File: config.mk
export PLATFORM = sky130hd
export DESIGN_NAME = bicycle_model_pose_update_unit
export DESIGN_NICKNAME = d
export VERILOG_FILES = /design/src/bmpu_pkg.sv /design/src/bicycle_model_pose_update_unit.sv /design/src/bmpu_cordic.sv /design/src/bmpu_divider.sv /design/src/bmpu_mul.sv
export SDC_FILE = /design/constraint.sdc
export NUM_CORES = 2
export LEC_CHECK = 0
export BUFFER_PORTS_ARGS = -buffer_cell sky130_fd_sc_hd__buf_2
export CORE_AREA = 2 2 370 372
export DETAILED_ROUTE_END_ITERATION = 16
export DIE_AREA = 0 0 372 374
export PLACE_DENSITY = 0.73
export SYNTH_ARGS = -nofsm -noshare
export SYNTH_HDL_FRONTEND = slang
export SYNTH_SLANG_ARGS = --single-unit
File: constraint.sdc
create_clock -name clk -period 12.7 [get_ports clk]
set_clock_uncertainty 0.05 [all_clocks]
set_input_delay 0.635 -clock clk [delete_from_list [all_inputs] [get_ports clk]]
set_output_delay 0.635 -clock clk [all_outputs]
set_load 0.02 [all_outputs]
File: src/bmpu_pkg.sv
// ----------------------------------------------------------------------------
// bmpu_pkg
// Shared types, constants and the CORDIC arctangent table of the pose update.
// ----------------------------------------------------------------------------
package bmpu_pkg;

    // CORDIC datapath width (Q2.30 with headroom)
    localparam int CW      = 34;
    localparam int TAB_LEN = 24;

    // serial divider: dividend magnitude bits, divisor bits
    localparam int DIV_N = 52;
    localparam int DIV_M = 32;

    // tangent in Q16, signed; bounded by the steering clamp
    localparam int TQ_W = 28;

    // shared multiplier operand widths
    localparam int MUL_A_W = 29;
    localparam int MUL_B_W = 35;
    localparam int MUL_P_W = MUL_A_W + MUL_B_W;

    localparam logic signed [CW-1:0]      CORDIC_GAIN = 34'sd652032874;
    // 2^32 / (2*pi), rounded
    localparam logic signed [MUL_B_W-1:0] RAD_TO_TURN = 35'sd683565276;
    localparam logic signed [14:0]        STEER_LIMIT = 15'sd16000;
    localparam logic [15:0]               AXLE_RESET  = 16'd5120;

    localparam logic OP_MOVE = 1'b0;
    localparam logic OP_SET  = 1'b1;

    // register index (bit 2 of the byte address)
    localparam logic REG_AXLE = 1'b0;

    typedef enum logic [4:0] {
        S_IDLE,
        S_C1_GO,
        S_C1_WAIT,
        S_TDIV_GO,
        S_TDIV_WAIT,
        S_M1,
        S_RDIV_GO,
        S_RDIV_WAIT,
        S_M2,
        S_M3,
        S_HEAD,
        S_C2_GO,
        S_C2_WAIT,
        S_MX,
        S_MY,
        S_PY,
        S_DONE
    } state_t;

    typedef struct packed {
        logic signed [CW-1:0] cos_v;
        logic signed [CW-1:0] sin_v;
    } cordic_res_t;

    // atan(2^-i) in 2^32 units per turn
    function automatic logic [31:0] atan_turn(input logic [4:0] idx);
        logic [31:0] v;
        begin
            case (idx)
                5'd0:    v = 32'h20000000;
                5'd1:    v = 32'h12E4051E;
                5'd2:    v = 32'h09FB385B;
                5'd3:    v = 32'h051111D4;
                5'd4:    v = 32'h028B0D43;
                5'd5:    v = 32'h0145D7E1;
                5'd6:    v = 32'h00A2F61E;
                5'd7:    v = 32'h00517C55;
                5'd8:    v = 32'h0028BE53;
                5'd9:    v = 32'h00145F2F;
                5'd10:   v = 32'h000A2F98;
                5'd11:   v = 32'h000517CC;
                5'd12:   v = 32'h00028BE6;
                5'd13:   v = 32'h000145F3;
                5'd14:   v = 32'h0000A2FA;
                5'd15:   v = 32'h0000517D;
                5'd16:   v = 32'h000028BE;
                5'd17:   v = 32'h0000145F;
                5'd18:   v = 32'h00000A30;
                5'd19:   v = 32'h00000518;
                5'd20:   v = 32'h0000028C;
                5'd21:   v = 32'h00000146;
                5'd22:   v = 32'h000000A3;
                5'd23:   v = 32'h00000051;
                default: v = 32'h00000000;
            endcase
            atan_turn = v;
        end
    endfunction

endpackage

File: src/bicycle_model_pose_update_unit.sv
// ----------------------------------------------------------------------------
// bicycle_model_pose_update_unit
// Kinematic bicycle odometry: keeps x, y and heading and updates them per beat.
// ----------------------------------------------------------------------------
// A set beat (tuser = 1) loads x, y and heading and goes straight to the done
// state, which writes the result to the output register once that is free. A
// move beat (tuser = 0) takes two passes of the iterative CORDIC (one
// micro-rotation per cycle), two passes of the bit-serial divider (for the
// tangent and for the division by the wheelbase) and five trips through the
// single registered multiplier. The input side is ready only while the
// sequencer is idle; a finished result sits in an output register, so the
// next beat is taken while it waits.
// Heading is a 16-bit binary angle that wraps; x and y saturate.
// ----------------------------------------------------------------------------
module bicycle_model_pose_update_unit
    import bmpu_pkg::*;
#(
    parameter int CORDIC_STEPS = 16
)
(
    input  logic         clk,
    input  logic         rst_n,

    // input beats
    input  logic         s_tvalid,
    output logic         s_tready,
    // [15:0] distance, [30:16] steering_angle, [62:31] new_x,
    // [94:63] new_y, [110:95] new_heading, [111] zero
    input  logic [111:0] s_tdata,
    // [0] operation
    input  logic [0:0]   s_tuser,

    // result beats
    output logic         m_tvalid,
    input  logic         m_tready,
    // [31:0] pose_x, [63:32] pose_y, [79:64] pose_heading
    output logic [79:0]  m_tdata,

    // configuration
    input  logic         psel,
    input  logic         penable,
    input  logic         pwrite,
    input  logic [2:0]   paddr,
    input  logic [31:0]  pwdata,
    output logic [31:0]  prdata,
    output logic         pready
);

    // ------------------------------------------------------------------
    // state and datapath registers
    // ------------------------------------------------------------------
    state_t state_reg, state_next;

    logic [15:0]               axle_reg;
    logic signed [31:0]        pos_x_reg;
    logic signed [31:0]        pos_y_reg;
    logic [15:0]               heading_reg;
    logic                      out_valid_reg;
    logic [79:0]               out_data_reg;

    logic signed [15:0]        dist_reg;
    logic signed [14:0]        steer_reg;
    logic signed [CW-1:0]      cos_reg;
    logic signed [CW-1:0]      sin_reg;
    logic                      neg_reg;
    logic signed [TQ_W-1:0]    tq_reg;
    logic [55:0]               rad_reg;
    logic [55:0]               p1_reg;

    // ------------------------------------------------------------------
    // shared unit hookup
    // ------------------------------------------------------------------
    logic                      cordic_start;
    logic [15:0]               cordic_angle;
    cordic_res_t               cordic_res;
    logic                      cordic_done;

    logic                      div_start;
    logic [DIV_N-1:0]          div_dividend;
    logic [DIV_M-1:0]          div_divisor;
    logic [DIV_N-1:0]          div_quotient;
    logic                      div_done;

    logic signed [MUL_A_W-1:0] mul_a;
    logic signed [MUL_B_W-1:0] mul_b;
    logic signed [MUL_P_W-1:0] mul_p;

    bmpu_cordic #(
        .STEPS (CORDIC_STEPS)
    ) u_cordic (
        .clk   (clk),
        .rst_n (rst_n),
        .start (cordic_start),
        .angle (cordic_angle),
        .res   (cordic_res),
        .done  (cordic_done)
    );

    bmpu_divider u_divider (
        .clk      (clk),
        .rst_n    (rst_n),
        .start    (div_start),
        .dividend (div_dividend),
        .divisor  (div_divisor),
        .quotient (div_quotient),
        .done     (div_done)
    );

    bmpu_mul u_mul (
        .clk (clk),
        .a   (mul_a),
        .b   (mul_b),
        .p   (mul_p)
    );

    // ------------------------------------------------------------------
    // input decode
    // ------------------------------------------------------------------
    logic               in_accept;
    logic signed [14:0] steer_in;
    logic signed [14:0] steer_sat;

    assign s_tready  = (state_reg == S_IDLE);
    assign in_accept = s_tvalid && s_tready;
    assign steer_in  = $signed(s_tdata[30:16]);

    always_comb
    begin
        if (steer_in > STEER_LIMIT)
            steer_sat = STEER_LIMIT;
        else if (steer_in < -STEER_LIMIT)
            steer_sat = -STEER_LIMIT;
        else
            steer_sat = steer_in;
    end

    // ------------------------------------------------------------------
    // datapath helpers
    // ------------------------------------------------------------------
    logic [CW-1:0]        abs_sin;
    logic [MUL_P_W-1:0]   abs_prod;
    logic [DIV_N-1:0]     quo_signed;
    logic [55:0]          head_sum;
    logic signed [63:0]   step_round;
    logic signed [33:0]   step;
    logic signed [33:0]   sum_x;
    logic signed [33:0]   sum_y;

    assign abs_sin  = sin_reg[CW-1] ? -sin_reg : sin_reg;
    assign abs_prod = mul_p[MUL_P_W-1] ? -mul_p : mul_p;
    assign quo_signed = neg_reg ? -div_quotient : div_quotient;

    // turn = bits [55:40] of rad * RAD_TO_TURN + 2^39, product taken mod 2^56
    assign head_sum = p1_reg + {mul_p[27:0], 28'b0} + (56'd1 << 39);

    // floor((d * trig + 2^21) / 2^22)
    assign step_round = mul_p + 64'sd2097152;
    assign step       = step_round[55:22];
    assign sum_x      = {{2{pos_x_reg[31]}}, pos_x_reg} + step;
    assign sum_y      = {{2{pos_y_reg[31]}}, pos_y_reg} + step;

    function automatic logic [31:0] sat32(input logic signed [33:0] v);
        begin
            if (v > 34'sd2147483647)
                sat32 = 32'h7FFF_FFFF;
            else if (v < -34'sd2147483648)
                sat32 = 32'h8000_0000;
            else
                sat32 = v[31:0];
        end
    endfunction

    // ------------------------------------------------------------------
    // sequencer: next state
    // ------------------------------------------------------------------
    always_comb
    begin
        state_next = state_reg;
        unique case (state_reg)
            S_IDLE:
            begin
                if (in_accept)
                    state_next = (s_tuser[0] == OP_SET) ? S_DONE : S_C1_GO;
            end
            S_C1_GO:     state_next = S_C1_WAIT;
            S_C1_WAIT:   if (cordic_done) state_next = S_TDIV_GO;
            S_TDIV_GO:   state_next = S_TDIV_WAIT;
            S_TDIV_WAIT: if (div_done) state_next = S_M1;
            S_M1:        state_next = S_RDIV_GO;
            S_RDIV_GO:   state_next = S_RDIV_WAIT;
            S_RDIV_WAIT: if (div_done) state_next = S_M2;
            S_M2:        state_next = S_M3;
            S_M3:        state_next = S_HEAD;
            S_HEAD:      state_next = S_C2_GO;
            S_C2_GO:     state_next = S_C2_WAIT;
            S_C2_WAIT:   if (cordic_done) state_next = S_MX;
            S_MX:        state_next = S_MY;
            S_MY:        state_next = S_PY;
            S_PY:        state_next = S_DONE;
            S_DONE:      if (!out_valid_reg || m_tready) state_next = S_IDLE;
            default:     state_next = S_IDLE;
        endcase
    end

    // ------------------------------------------------------------------
    // sequencer: unit controls and operand select
    // ------------------------------------------------------------------
    always_comb
    begin
        cordic_start = 1'b0;
        cordic_angle = heading_reg;
        div_start    = 1'b0;
        div_dividend = {2'b00, abs_sin, 16'b0};
        div_divisor  = (cos_reg <= 0) ? 32'd1 : cos_reg[31:0];
        mul_a        = MUL_A_W'(dist_reg);
        mul_b        = MUL_B_W'(cos_reg);
        unique case (state_reg)
            S_C1_GO:
            begin
                cordic_start = 1'b1;
                cordic_angle = {steer_reg[14], steer_reg};
            end
            S_C2_GO:
            begin
                cordic_start = 1'b1;
            end
            S_TDIV_GO:
            begin
                div_start = 1'b1;
            end
            S_RDIV_GO:
            begin
                div_start    = 1'b1;
                div_dividend = {abs_prod[43:0], 8'b0};
                div_divisor  = (axle_reg == 16'd0) ? 32'd1 : {16'b0, axle_reg};
            end
            S_M1:
            begin
                mul_b = MUL_B_W'(tq_reg);
            end
            S_M2:
            begin
                mul_a = $signed({1'b0, rad_reg[27:0]});
                mul_b = RAD_TO_TURN;
            end
            S_M3:
            begin
                mul_a = $signed({1'b0, rad_reg[55:28]});
                mul_b = RAD_TO_TURN;
            end
            S_MY:
            begin
                mul_b = MUL_B_W'(sin_reg);
            end
            default:
            begin
                cordic_start = 1'b0;
            end
        endcase
    end

    // ------------------------------------------------------------------
    // control and pose state
    // ------------------------------------------------------------------
    always_ff @(posedge clk or negedge rst_n)
    begin
        if (!rst_n)
        begin
            state_reg     <= S_IDLE;
            axle_reg      <= AXLE_RESET;
            pos_x_reg     <= '0;
            pos_y_reg     <= '0;
            heading_reg   <= '0;
            out_valid_reg <= 1'b0;
        end
        else
        begin
            state_reg <= state_next;

            if (psel && penable && pwrite && (paddr[2] == REG_AXLE))
                axle_reg <= pwdata[15:0];

            if (in_accept && (s_tuser[0] == OP_SET))
            begin
                pos_x_reg   <= $signed(s_tdata[62:31]);
                pos_y_reg   <= $signed(s_tdata[94:63]);
                heading_reg <= s_tdata[110:95];
            end

            if (state_reg == S_HEAD)
                heading_reg <= heading_reg + head_sum[55:40];
            if (state_reg == S_MY)
                pos_x_reg <= sat32(sum_x);
            if (state_reg == S_PY)
                pos_y_reg <= sat32(sum_y);

            if ((state_reg == S_DONE) && (!out_valid_reg || m_tready))
                out_valid_reg <= 1'b1;
            else if (m_tready)
                out_valid_reg <= 1'b0;
        end
    end

    // ------------------------------------------------------------------
    // working registers
    // ------------------------------------------------------------------
    always_ff @(posedge clk)
    begin
        if (in_accept)
        begin
            dist_reg  <= $signed(s_tdata[15:0]);
            steer_reg <= steer_sat;
        end

        if (((state_reg == S_C1_WAIT) || (state_reg == S_C2_WAIT)) && cordic_done)
        begin
            cos_reg <= cordic_res.cos_v;
            sin_reg <= cordic_res.sin_v;
        end

        // sign of the truncating divisions
        if (state_reg == S_TDIV_GO)
            neg_reg <= sin_reg[CW-1];
        if (state_reg == S_RDIV_GO)
            neg_reg <= mul_p[MUL_P_W-1];

        if ((state_reg == S_TDIV_WAIT) && div_done)
            tq_reg <= $signed(quo_signed[TQ_W-1:0]);
        if ((state_reg == S_RDIV_WAIT) && div_done)
            rad_reg <= {{(56 - DIV_N){quo_signed[DIV_N-1]}}, quo_signed};

        if (state_reg == S_M3)
            p1_reg <= mul_p[55:0];

        if ((state_reg == S_DONE) && (!out_valid_reg || m_tready))
            out_data_reg <= {heading_reg, pos_y_reg, pos_x_reg};
    end

    // ------------------------------------------------------------------
    // outputs
    // ------------------------------------------------------------------
    assign m_tvalid = out_valid_reg;
    assign m_tdata  = out_data_reg;
    assign pready   = 1'b1;
    assign prdata   = (paddr[2] == REG_AXLE) ? {16'b0, axle_reg} : 32'b0;

endmodule

File: src/bmpu_cordic.sv
// ----------------------------------------------------------------------------
// bmpu_cordic
// Iterative rotation-mode CORDIC, one micro-rotation per cycle.
// ----------------------------------------------------------------------------
module bmpu_cordic
    import bmpu_pkg::*;
#(
    parameter int STEPS = 16
)
(
    input  logic        clk,
    input  logic        rst_n,
    input  logic        start,
    input  logic [15:0] angle,
    output cordic_res_t res,
    output logic        done
);

    localparam int IW = $clog2(STEPS);

    logic                 busy_reg, busy_next;
    logic                 done_reg, done_next;
    logic [IW-1:0]        iter_reg, iter_next;
    logic                 flip_reg;
    logic signed [CW-1:0] x_reg, y_reg, z_reg;

    logic                 flip;
    logic [31:0]          a_fold;
    logic signed [CW-1:0] dx, dy, at;

    // fold second and third quadrant by a half turn
    assign flip   = angle[15] ^ angle[14];
    assign a_fold = {angle[15] ^ flip, angle[14:0], 16'b0};

    assign dx = y_reg >>> iter_reg;
    assign dy = x_reg >>> iter_reg;
    assign at = $signed({2'b00, atan_turn(5'(iter_reg))});

    always_comb
    begin
        busy_next = busy_reg;
        iter_next = iter_reg;
        done_next = 1'b0;
        if (start)
        begin
            busy_next = 1'b1;
            iter_next = '0;
        end
        else if (busy_reg)
        begin
            if (iter_reg == IW'(STEPS - 1))
            begin
                busy_next = 1'b0;
                done_next = 1'b1;
            end
            else
            begin
                iter_next = iter_reg + 1'b1;
            end
        end
    end

    always_ff @(posedge clk or negedge rst_n)
    begin
        if (!rst_n)
        begin
            busy_reg <= 1'b0;
            done_reg <= 1'b0;
            iter_reg <= '0;
        end
        else
        begin
            busy_reg <= busy_next;
            done_reg <= done_next;
            iter_reg <= iter_next;
        end
    end

    always_ff @(posedge clk)
    begin
        if (start)
        begin
            flip_reg <= flip;
            x_reg    <= CORDIC_GAIN;
            y_reg    <= '0;
            z_reg    <= $signed({{2{a_fold[31]}}, a_fold});
        end
        else if (busy_reg)
        begin
            if (!z_reg[CW-1])
            begin
                x_reg <= x_reg - dx;
                y_reg <= y_reg + dy;
                z_reg <= z_reg - at;
            end
            else
            begin
                x_reg <= x_reg + dx;
                y_reg <= y_reg - dy;
                z_reg <= z_reg + at;
            end
        end
    end

    assign res.cos_v = flip_reg ? -x_reg : x_reg;
    assign res.sin_v = flip_reg ? -y_reg : y_reg;
    assign done      = done_reg;

endmodule

File: src/bmpu_divider.sv
// ----------------------------------------------------------------------------
// bmpu_divider
// Unsigned restoring divider, one quotient bit per cycle.
// ----------------------------------------------------------------------------
module bmpu_divider
    import bmpu_pkg::*;
(
    input  logic             clk,
    input  logic             rst_n,
    input  logic             start,
    input  logic [DIV_N-1:0] dividend,
    input  logic [DIV_M-1:0] divisor,
    output logic [DIV_N-1:0] quotient,
    output logic             done
);

    localparam int NW = $clog2(DIV_N);

    logic             busy_reg, busy_next;
    logic             done_reg, done_next;
    logic [NW-1:0]    cnt_reg, cnt_next;
    logic [DIV_M-1:0] dvs_reg;
    logic [DIV_M-1:0] rem_reg;
    logic [DIV_N-1:0] quo_reg;

    logic [DIV_M:0]   trial;
    logic [DIV_M:0]   diff;
    logic             fits;

    assign trial = {rem_reg, quo_reg[DIV_N-1]};
    assign diff  = trial - {1'b0, dvs_reg};
    assign fits  = (trial >= {1'b0, dvs_reg});

    always_comb
    begin
        busy_next = busy_reg;
        cnt_next  = cnt_reg;
        done_next = 1'b0;
        if (start)
        begin
            busy_next = 1'b1;
            cnt_next  = '0;
        end
        else if (busy_reg)
        begin
            if (cnt_reg == NW'(DIV_N - 1))
            begin
                busy_next = 1'b0;
                done_next = 1'b1;
            end
            else
            begin
                cnt_next = cnt_reg + 1'b1;
            end
        end
    end

    always_ff @(posedge clk or negedge rst_n)
    begin
        if (!rst_n)
        begin
            busy_reg <= 1'b0;
            done_reg <= 1'b0;
            cnt_reg  <= '0;
        end
        else
        begin
            busy_reg <= busy_next;
            done_reg <= done_next;
            cnt_reg  <= cnt_next;
        end
    end

    // quo_reg shifts dividend bits out at the top and quotient bits in below
    always_ff @(posedge clk)
    begin
        if (start)
        begin
            dvs_reg <= divisor;
            rem_reg <= '0;
            quo_reg <= dividend;
        end
        else if (busy_reg)
        begin
            rem_reg <= fits ? diff[DIV_M-1:0] : trial[DIV_M-1:0];
            quo_reg <= {quo_reg[DIV_N-2:0], fits};
        end
    end

    assign quotient = quo_reg;
    assign done     = done_reg;

endmodule

File: src/bmpu_mul.sv
// ----------------------------------------------------------------------------
// bmpu_mul
// Shared signed multiplier with registered product.
// ----------------------------------------------------------------------------
module bmpu_mul
    import bmpu_pkg::*;
(
    input  logic                       clk,
    input  logic signed [MUL_A_W-1:0]  a,
    input  logic signed [MUL_B_W-1:0]  b,
    output logic signed [MUL_P_W-1:0]  p
);

    logic signed [MUL_P_W-1:0] p_reg;

    always_ff @(posedge clk)
    begin
        p_reg <= a * b;
    end

    assign p = p_reg;

endmodule
==> results.md <==
- The run finished, with violations left.
- The checks that failed: design-rule violations.
- After detailed routing, the average wire length per cell comes to 23.1 um.
- The final setup TNS is 0 ns.
- The initial detailed-routing violation count is 6,650.
- The final layout contains 10,478 nets.
- After detailed routing, the wire length on met1 is 93.8 mm.
- The synthesized design contains 391 enable-type register cells.
- The growth of design area from synthesis to finish is 7.17%.
- The clock reaches the later pin of the worst-skew pair after 0.71 ns.
- The layout has 11,255 filler cells.
- The routed layout has 65,267 vias.
- The clock period could shrink to 11.63 ns.
- After synthesis the cells add up to 80,800 um2.
- For this design, the slowest cell found on the critical path is nand4_1.
- Of the available clock period, the critical path in the final layout requires 0.916.
- The critical register-to-register path endpoint is u_mul.p[63].
- The register with the most flip-flops in the layout has 80 of them.
- The deepest level of the CTS H-tree is 3.
- The worst hold endpoint is dist_reg[6].
- The hold-critical path depth is 1.
- The cell at the root of the clock tree is clkbuf_16.
- The origin of the worst setup path is state_reg[4].
- Once the clock tree was built, the setup fixing pass inserted 0 buffers.
- The count of pins on the block boundary is 270.
- Setup repair after global routing left no endpoint under its margin.
- The number of max-cap violations is 0.
- The TritonCTS clock tree is yes.
- Yosys mapped the design onto 91 distinct sky130hd cell types.
- The startpoint-to-endpoint class of the critical path is flop to flop.
- The final-report setup violation count is 0.
- Setup slack on the worst reg-to-reg path comes out at 1.07 ns.
- Leaving out fill and tap cells, the most frequent cells in the layout are inv_1, fa_1, nand2_1.
- The area taken by flip-flops and latches is 18,100 um2.
- The global placement routability congestion is 0.992.
- STA classifies the critical path startpoint as a flop.
- For this run, the slowest stage of the critical path takes 0.98 ns.
- The routed design uses 110 mm of met2 wire.
- The nature of the critical path endpoint is a flop.
- The fraction of final layout cells sized beyond drive strength 1 is 0.0793.
- The endpoint required time on the critical path is 13.23 ns.
- Along the worst path, the maximum fanout reaches 17.
- The share of synthesized registers carrying an async set or reset is 0.171.
- The final antenna-violating net count is 0.
- The port buffer count is 233.
- The slew at the pin closest to its max-slew limit is 1.29 ns.
- The cell count after synthesis came out at 8,785.
- The initial antenna violation count is 7.
- The startpoint identified for the worst hold timing path is s_tdata[6].
- Summed over all layers, the routed wires come to 246 mm.
- After synthesis the netlist holds a flip-flop and latch count of 680.
- Clock tree synthesis found a total of 680 sinks.
- The effective utilization at floorplan is 0.599.
- The critical register-to-register path startpoint is state_reg[4].
- The placed wire-length estimate is 194 mm.
- The pin count of the biggest net entering global routing is 91.
- In the final layout, the multi-input gates occupy 56,100 um2.
- The detail-routed via count per cell is 6.12.
- The yosys synthesis warning count is 0.
- The residual overflow from global routing is 0.
- The wire length on met3 is 26.7 mm.
- The number of global-route vias before repair is 65,522.
- The share of the yosys chip area belonging to registers is 0.224.
- The number of buffers created by CTS is 78.
- The clock passes through at most 3 buffers.
- The number of instances resized during post-cts repair is 0.
- The highest routed metal layer is met5.
- From left edge to right edge, the die measures 372 um.
- Measured along the y axis, the die boundary spans 374 um.
- The most common cell after layout, fill and taps aside is inv_1.
- The number of max-slew violations in the final report is 0.
- The global routing usage summed across all routing layers is 0.357.
- Before antenna repair, the detailed router went through 12 iterations.
- The row count is 135.
- The logic depth of the worst register-to-register path is 32.
- Averaged over all synthesized cells, the footprint is 9.20 um2.
- The min-delay analysis places its worst path in the category primary input to flop.
- The total area inside the core boundary comes to 135,000 um2.
- The number of failing hold endpoints at the final stage is 0.
- The top flip-flop cell by instance count after synthesis is edfxtp_1.
- In this design, the critical path's most frequently occurring cell is fa_1.
- The first-pass GRT wire length is 379 mm.
- The relative max-transition margin is 0.143.
- For this run, the top clock speed supported by timing is 0.0860 GHz.
- The critical path data arrival time is 12.16 ns.
- The register clock-pin slew on the reported worst setup and hold paths is 0.06 ns.
- The full die area is 139,000 um2.
- For this run, design rule violations remaining after detail routing come to 1.
[layer usage]
metal	track usage	vias to the layer above
met5	0.000699	-
met4	0.181	16
met3	0.0874	768
met2	0.548	3221
met1	0.472	32334
li1	-	28928
[worst max-delay path by stage]
stage | end | slack (ns) | cells after the start
after floorplan | u_mul.p[63] | 2.75 | 27
after global placement | u_mul.p[46] | 1.60 | 35
after detailed placement | u_mul.p[63] | 1.44 | 32
after CTS | u_mul.p[63] | 1.31 | 32
after global routing | u_mul.p[46] | 0.78 | 35
final | u_mul.p[63] | 1.07 | 32
[stage by stage]
step | hold slack (ns) | instance area, um2 | std cells | utilization | setup WS (ns)
finish | 0.0469 | 86600 | 10659 | 0.642 | 1.07
global route | 0.0316 | 86600 | 10659 | 0.642 | 0.783
floorplan | 0.289 | 80900 | 8800 | - | 2.75
global placement | 0.395 | 83700 | 10511 | 0.620 | 1.60
detailed placement | 0.412 | 83700 | 10511 | 0.620 | 1.44
CTS | 0.0160 | 86600 | 10658 | 0.642 | 1.31
[synth_stat cells (103+ instances only)]
master	count	share of area
edfxtp_1	391	0.15
mux2i_1	164	0.020
a21oi_1	466	0.029
nand2_1	926	0.043
dfrtp_1	114	0.035
o21ai_0	371	0.023
fa_1	1051	0.26
ha_1	461	0.071
dfxtp_1	173	0.043
nor2_1	787	0.037
nand3_1	103	0.0064
a21o_1	140	0.013
clkbuf_1	350	0.016
xnor2_1	384	0.042
inv_1	1322	0.061
xor2_1	190	0.021
[layout make-up]
cell class,instances,area share
clock buffers,98,0.0245
clock inverters,48,0.00884
diodes,1,0.0000289
inverters,1327,0.0575
well taps,1781,0.0257
multi-input cells,6351,0.648
repair buffers,373,0.0257
flip-flops and latches,680,0.209
[critical path: cells and delay by family, from the launching register on]
kind            cells  cell delay [ns]
buf+inv             4             0.42
xor+xnor            1             0.15
flops               1             0.45
compound gates     10             2.87
simple gates        8             3.09
fa+ha+maj           9             4.43
[what timing repair did]
action                     CTS  global route
hold buffers                 1             0
setup endpoints to repair    0             0
hold endpoints to repair    48             0
[cells by family (layout without fill, tap and decap cells)]
kind of cell / count (synthesis) / count (layout) / synth area share
XOR/XNOR: 574 / 574 / 0.0622
multiplexers: 274 / 274 / 0.0436
flip-flops: 680 / 680 / 0.224
adder cells (fa/ha/maj): 1512 / 1512 / 0.332
buffers and inverters: 1769 / 1846 / 0.0833
other: 2 / 18 / 0.0000930
AO/OA/AOI/OAI: 1559 / 1559 / 0.121
AND/OR/NAND/NOR: 2415 / 2415 / 0.134
Power is not shown: default switching activity piles up to over one toggle a cycle in this logic, so the estimate is an artifact.
